File: src/hdl/ids_pkg.sv
// Shared types, CORDIC angle table and helpers for the direction sampler.
package ids_pkg;

    // configuration register indexes
    typedef enum logic [1:0] {
        REG_MIN_POLAR   = 2'd0,
        REG_MAX_POLAR   = 2'd1,
        REG_MIN_AZIMUTH = 2'd2,
        REG_MAX_AZIMUTH = 2'd3
    } cfg_reg_t;

    // cos/sin pair, Q1.16
    typedef struct packed {
        logic signed [17:0] cos_q;
        logic signed [17:0] sin_q;
    } trig_t;

    localparam int MAX_STAGES = 24;
    localparam logic signed [31:0] GAIN_INV = 32'sh26DD3B6A;
    localparam logic signed [39:0] Q16_ONE = 40'sd65536;

    // atan(2^-i) in 2^-32 turn
    localparam logic [31:0] STAGE_ANGLE [0:MAX_STAGES-1] = '{
        32'h20000000, 32'h12E4051E, 32'h09FB385B, 32'h051111D4,
        32'h028B0D43, 32'h0145D7E1, 32'h00A2F61E, 32'h00517C55,
        32'h0028BE53, 32'h00145F2F, 32'h000A2F98, 32'h000517CC,
        32'h00028BE6, 32'h000145F3, 32'h0000A2FA, 32'h0000517D,
        32'h000028BF, 32'h0000145F, 32'h00000A30, 32'h00000518,
        32'h0000028C, 32'h00000146, 32'h000000A3, 32'h00000051
    };

    // saturate to [-1, 1] in Q16
    function automatic logic signed [17:0] clamp_q16(input logic signed [39:0] v);
        logic signed [17:0] r;
        if (v > Q16_ONE)
            r = 18'sd65536;
        else if (v < -Q16_ONE)
            r = -18'sd65536;
        else
            r = v[17:0];
        return r;
    endfunction

endpackage

File: src/hdl/ids_cordic.sv
// Pipelined rotation-mode CORDIC: angle in 2^-32 turn to cos/sin in Q1.16.
module ids_cordic #(
    parameter int ANGLE_BITS    = 16,
    parameter int CORDIC_STAGES = 16
) (
    input  logic                 clk,
    input  logic                 en,
    input  logic [31:0]          angle,
    output ids_pkg::trig_t       trig
);
    import ids_pkg::*;

    localparam int W  = ANGLE_BITS;
    localparam int ZW = ANGLE_BITS + 2;
    localparam logic [32:0] HALF   = 33'd1 << (31 - W);
    localparam logic [W:0]  EIGHTH = (W + 1)'(1) << (W - 3);

    logic signed [31:0]   x_reg [0:CORDIC_STAGES];
    logic signed [31:0]   y_reg [0:CORDIC_STAGES];
    logic signed [ZW-1:0] z_reg [0:CORDIC_STAGES];
    logic [1:0]           q_reg [0:CORDIC_STAGES];
    trig_t                trig_reg;

    // fold to [-1/8, 1/8) turn plus quadrant
    logic [32:0]          sum;
    logic [W-1:0]         p;
    logic [W:0]           pe;
    logic signed [ZW-1:0] z0;

    always_comb
    begin
        sum = {1'b0, angle} + HALF;
        p   = sum[31 -: W];
        pe  = {1'b0, p} + EIGHTH;
        z0  = $signed({4'b0, pe[W-3:0]}) - $signed(ZW'(EIGHTH));
    end

    always_ff @(posedge clk)
    begin
        if (en)
        begin
            x_reg[0] <= GAIN_INV;
            y_reg[0] <= '0;
            z_reg[0] <= z0;
            q_reg[0] <= pe[W-1:W-2];
        end
    end

    for (genvar i = 0; i < CORDIC_STAGES; i++)
    begin : g_stage
        localparam logic [32:0]   TS = {1'b0, STAGE_ANGLE[i]} + HALF;
        localparam logic [ZW-1:0] T  = ZW'(TS >> (32 - W));

        // x moves by shifted y, y by shifted x
        logic signed [31:0] dx, dy;
        assign dx = y_reg[i] >>> i;
        assign dy = x_reg[i] >>> i;

        always_ff @(posedge clk)
        begin
            if (en)
            begin
                if (!z_reg[i][ZW-1])
                begin
                    x_reg[i+1] <= x_reg[i] - dx;
                    y_reg[i+1] <= y_reg[i] + dy;
                    z_reg[i+1] <= z_reg[i] - $signed(T);
                end
                else
                begin
                    x_reg[i+1] <= x_reg[i] + dx;
                    y_reg[i+1] <= y_reg[i] - dy;
                    z_reg[i+1] <= z_reg[i] + $signed(T);
                end
                q_reg[i+1] <= q_reg[i];
            end
        end
    end

    // quadrant, round Q30 to Q16, saturate
    logic signed [31:0] c, s;
    logic signed [32:0] c_rnd, s_rnd;

    always_comb
    begin
        case (q_reg[CORDIC_STAGES])
            2'd0:    begin c =  x_reg[CORDIC_STAGES]; s =  y_reg[CORDIC_STAGES]; end
            2'd1:    begin c = -y_reg[CORDIC_STAGES]; s =  x_reg[CORDIC_STAGES]; end
            2'd2:    begin c = -x_reg[CORDIC_STAGES]; s = -y_reg[CORDIC_STAGES]; end
            default: begin c =  y_reg[CORDIC_STAGES]; s = -x_reg[CORDIC_STAGES]; end
        endcase
        c_rnd = (33'(c) + 33'sd8192) >>> 14;
        s_rnd = (33'(s) + 33'sd8192) >>> 14;
    end

    always_ff @(posedge clk)
    begin
        if (en)
        begin
            trig_reg.cos_q <= clamp_q16(40'(c_rnd));
            trig_reg.sin_q <= clamp_q16(40'(s_rnd));
        end
    end

    assign trig = trig_reg;

endmodule

File: config.mk
export PLATFORM = sky130hd
export DESIGN_NAME = ids_cordic
export DESIGN_NICKNAME = d
export VERILOG_FILES = /design/src/hdl/ids_pkg.sv /design/src/hdl/ids_cordic.sv
export SDC_FILE = /design/constraint.sdc
export NUM_CORES = 2
export LEC_CHECK = 0
export ABC_AREA = 1
export BUFFER_PORTS_ARGS = -buffer_cell sky130_fd_sc_hd__buf_2
export CORE_MARGIN = 2
export CORE_UTILIZATION = 65
export CTS_CLUSTER_SIZE = 16
export DETAILED_ROUTE_END_ITERATION = 6
export PLACE_DENSITY = 0.86
export SYNTH_ARGS = -nofsm -noshare
export SYNTH_HDL_FRONTEND = slang
export SYNTH_SLANG_ARGS = --single-unit
File: constraint.sdc
create_clock -name clk -period 5.3 [get_ports clk]
set_input_delay 0.265 -clock clk [delete_from_list [all_inputs] [get_ports clk]]
set_output_delay 0.265 -clock clk [all_outputs]
set_load 0.02 [all_outputs]
Word-level counts from Yosys, hierarchy flattened

Memory sizes are Yosys's and may differ from the RTL's.
Cells that the tools add are included.
Widths: inputs -> output; s select.

Mux-type cells: 150
Eq/ne operators: 2
Bitwise logic cells: 48
Reduce and logical (&&, ||, !) cells: 3
Order comparisons: 4
Add/sub/neg operators: 100

Operator list:

| kind                   | number |
|---|---|
| $mux 32                | 32 |
| $mux 18                | 18 |
| $pmux 32 s3            | 2 |
| $mux 1                 | 98 |
| $add 32x15->33 const B | 2 |
| $add 32x17->32         | 2 |
| $add 32x18->32         | 2 |
| $add 32x19->32         | 2 |
| $add 32x20->32         | 2 |
| $add 32x21->32         | 2 |
| $add 32x22->32         | 2 |
| $add 32x23->32         | 2 |
| $add 32x24->32         | 2 |
| $add 32x25->32         | 2 |
| $add 32x26->32         | 2 |
| $add 32x27->32         | 2 |
| $add 32x28->32         | 2 |
| $add 32x29->32         | 2 |
| $add 32x30->32         | 2 |
| $add 32x31->32         | 2 |
| $neg 32->32            | 2 |
| $sub 32x17->32         | 2 |
| $sub 32x18->32         | 2 |
| $sub 32x19->32         | 2 |
| 52 further kinds       | 117 |

Logic and storage cells: 315
Memories: 4
Flip-flop bits (word level): 36
RAM bits: 1428

Memories:

| name  | depth | bits a word | rd ports | clocked after Yosys merged registers in | wr ports | RTL line         | source |
|---|---|---|---|---|---|---|---|
| x_reg | 17    | 32          | 17       | 0                                       | 17       | ids_cordic.sv:18 | `logic signed [31:0] x_reg [0:CORDIC_STAGES];` |
| y_reg | 17    | 32          | 17       | 0                                       | 17       | ids_cordic.sv:19 | `logic signed [31:0] y_reg [0:CORDIC_STAGES];` |
| z_reg | 17    | 18          | 16       | 0                                       | 17       | ids_cordic.sv:20 | `logic signed [ZW-1:0] z_reg [0:CORDIC_STAGES];` |
| q_reg | 17    | 2           | 17       | 0                                       | 17       | ids_cordic.sv:21 | `logic [1:0] q_reg [0:CORDIC_STAGES];` |

Logic depth before layout (Yosys ltp)

Depth in word-level cells: 5
Gate-level depth with buffers: 29

Worst setup path before layout

Ideal clock, no wire load.

Kind: input port to flip-flop
Start: input en
End: memory x_reg[6][30], data pin
Required time: 5041 ps
Path slack: 789 ps
Path buffers: 4
Stages on the path: 21
Data arrival time: 4252 ps
Cells stage by stage: clkbuf_1 -> clkbuf_1 -> nand2_1 -> clkbuf_1 -> buf_1 -> o21ai_0 -> fa_1 -> nand3_1 -> nand2_1 -> a21oi_1 -> o21ai_0 -> a21boi_0 -> o21ai_0 -> a21boi_0 -> nor2_1 -> nand2_1 -> nand3_1 -> a21oi_1 -> o21ai_0 -> nand2_1 -> nand2_1

RTL lines:

| item               | RTL line         | source |
|---|---|---|
| start: declaration | ids_cordic.sv:7  | `input logic en,` |
| end: declaration   | ids_cordic.sv:18 |  |

==> impl_metrics.json <==
{
  "status": "finished, final reports clean",
  "hold_viol": 0,
  "ys_seq_area_share_pct": 34.9,
  "crit_chain": "inv_1 -> ha_1 -> inv_1 -> nor3_1 -> inv_1 -> nor3_1 -> inv_1 -> nor4_1 -> nand2_1 -> nor4_2 -> a21oi_1 -> xor2_1 -> ha_1 -> a21oi_1 -> inv_1 -> a31oi_1 -> o31ai_1 -> a2111oi_1 -> o21ai_1 -> xor2_1",
  "slew_violations": 0,
  "criticalPathCategory": "flop to flop",
  "clock_sinks": 1271,
  "largest_register_ffs": 481,
  "cts_max_path_buffers": 3,
  "hp-class": "primary input to flop",
  "synth_edf_count": 1271,
  "regArea_um2": 38200,
  "grt_pass1_vias": 92000,
  "muxShareOfSynthArea_pct": 0,
  "cpMostUsedCell": "inv_1",
  "place_congestion": 1.03,
  "synthesis.area_um2": 109000,
  "cp_slowest_stage_delay_ns": 0.53,
  "wirelength_mm": 313,
  "synth_top_flop_cell": "edfxtp_1",
  "grt_usage_pct": 35.5,
  "crit_path_end_kind": "flop",
  "clk_latency_ns": 0.83,
  "synthXorXnorAreaFrac_pct": 13.1,
  "fp.dieW_um": 414,
  "fmax_mhz": 198,
  "synth_area_per_cell_um2": 8.24,
  "path_clk_slew_ns": 0.07,
  "cp_slowest_cell": "a2111oi_1",
  "rows": 150,
  "overflow": 0,
  "final_antenna_net_count": 0,
  "drt-initial-drc-count": 9621,
  "htree_levels": 4,
  "cp.required_ns": 5.82,
  "post-route-min-period_ns": 5.05,
  "post_cts_buffers": 0,
  "drc_errors": 0,
  "syn-num-nets": 14500,
  "antennaDiodeCount": 0,
  "synth-adder-area-share_pct": 13.6,
  "coreArea_um2": 167000,
  "syn2layout_area_growth_pct": 7.94,
  "viasPerCell": 6.04,
  "critPathArrivalTime_ns": 5.57,
  "rsz0062_at_grt": "no",
  "syn-instance-count": 13300,
  "port-buffer-count": 54,
  "worst_pin_slew_ns": 1.15,
  "cts_root_buf": "clkbuf_16",
  "cts_buffers": 144,
  "clock_skew_ns": 0.0444,
  "grt_max_degree": 173,
  "synth_top_area_cell": "edfxtp_1",
  "tns_ns": 0,
  "synthTopCellsByArea": "edfxtp_1, ha_1, xor2_1",
  "drv_cap": 0,
  "die_h_um": 414,
  "worstPathMaxFanout": 5,
  "grt_first_pass_wirelength_mm": 491,
  "io_pins": 70,
  "synthArstFlopShare_pct": 0,
  "finalSetupViolCount": 0,
  "nFillCells": 13000,
  "yosys.cell_types.count": 60,
  "num_vias": 95400,
  "ys_ff_latch": 1271,
  "hpwlAfterDp_mm": 248,
  "slew_headroom_pct": 23.5,
  "synthSimpleGateAreaFrac_pct": 16.9,
  "start_util_pct": 65.4,
  "synth_common_cells": "nand2_1, inv_1, nor2_1, edfxtp_1, a21oi_1",
  "fin_crit_sh_pct": 95.2,
  "die_area_um2": 171000,
  "synth_compound_area_share_pct": 14.7,
  "synth_top_family_by_area": "simple AND/OR/NAND/NOR gates",
  "wl_per_cell_um": 19.8,
  "dr.pass1.iters": 7,
  "yosys_warnings": 0,
  "synth_top_area_share_pct": 34.9,
  "multi_input_area_um2": 63900,
  "drive_gt1_share_pct": 3.82,
  "fin_nets": 14700,
  "worst_setup_path_start_kind": "flop",
  "antenna_found_initial": 2,
  "synth.most_common_cell": "nand2_1",
  "cts_tree": "yes",
  "hold_ws_ns": 0.141
}
-- cell families (layout without fill, tap and decap cells) --
family,Yosys count,in the layout
xor gates and xnor gates,1634,1634
adders and majority gates,1164,1164
buffers and inverters,1945,2284
AOI/OAI and AO/OA,2772,2772
and+or+nand+nor,4475,4475
DFF,1271,1271
-- final timing paths --
kind / startpoint / endpoint / slack (ns) / depth (start not counted)
worst max-delay path: x_reg[5][5]$_DFFE_PP_ / y_reg[6][31]$_DFFE_PP_ / 0.25 / 20
worst min-delay path: angle[15] / z_reg[0][6]$_DFFE_PP_ / 0.14 / 5
worst max register to register: x_reg[5][5]$_DFFE_PP_ / y_reg[6][31]$_DFFE_PP_ / 0.25 / 20
worst min register to register: z_reg[10][0]$_DFFE_PP_ / z_reg[11][0]$_DFFE_PP_ / 0.42 / 0
-- stage by stage --
step	instances	util (%)	worst slack (ns)	instance area, µm²
6_report	15800	70.6	0.254	118000
5_1_grt	15800	70.6	0.0210	118000
4_1_cts	15800	70.6	0.145	118000
3_5_place_dp	15500	67.5	0.0226	113000
3_3_place_gp	15500	67.5	0.214	113000
2_1_floorplan	13300	-	0.789	109000
-- repair_timing --
item                                   CTS  global route
resized for setup                        0            19
endpoints found under the hold margin   32             0
setup endpoints to repair                0            27
hold buffers                            28             0
-- worst max-delay path, delay by kind of cell (launching register included) --
family          cells  cell delay, ns
compound gates      6            1.52
xor+xnor            2            0.41
buf+inv             5            0.37
fa+ha+maj           2            0.49
simple gates        5            1.48
flops               1            0.45
-- placed cells by master, fill, tap and decap left out, types with 22 or more instances in the layout --
| cell | count |
|---|---|
| ha_1 | 1121 |
| a221oi_1 | 22 |
| xor2_1 | 1096 |
| a31oi_1 | 276 |
| inv_1 | 1794 |
| nor3_1 | 240 |
| o21a_1 | 22 |
| or2_2 | 36 |
| o21ai_0 | 650 |
| a2111oi_0 | 34 |
| o21ai_1 | 25 |
| edfxtp_1 | 1271 |
| a21boi_0 | 213 |
| o21bai_1 | 83 |
| buf_4 | 115 |
| a21o_1 | 89 |
| nand3_1 | 394 |
| nand4_1 | 81 |
| nor2_1 | 1318 |
| clkbuf_16 | 146 |
| o31ai_1 | 110 |
| xnor2_1 | 538 |
| a21oi_1 | 1133 |
| nor3b_1 | 23 |
| fa_1 | 43 |
| nand2_1 | 2204 |
| o211ai_1 | 49 |
| buf_2 | 53 |
| nor4_1 | 68 |
| nor2_2 | 34 |
| clkbuf_1 | 24 |
| clkinv_1 | 35 |
| dlygate4sd3_1 | 28 |
-- routing by layer --
layer / GRT usage, % / part of all wire [%] / vias up
met4: 14.9 / 4.5 / 2
met3: 5.59 / 8.5 / 862
li1: - / - / 45700
met2: 58.9 / 46 / 4286
met1: 46.3 / 41 / 44600
met5: 0 / 0.0041 / -
-- cell type report --
| class | instances | area share [%] |
|---|---|---|
| Multi-Input combinational cell | 10000 | 54.1 |
| Sequential cell | 1271 | 32.4 |
| Inverter | 1820 | 5.79 |
| Clock buffer | 170 | 3.17 |
| Tap cell | 2204 | 2.34 |
| Timing Repair Buffer | 202 | 1.30 |
| Clock inverter | 92 | 0.909 |
Power is not shown: default switching activity piles up to over one toggle a cycle in this logic, so the estimate is an artifact.
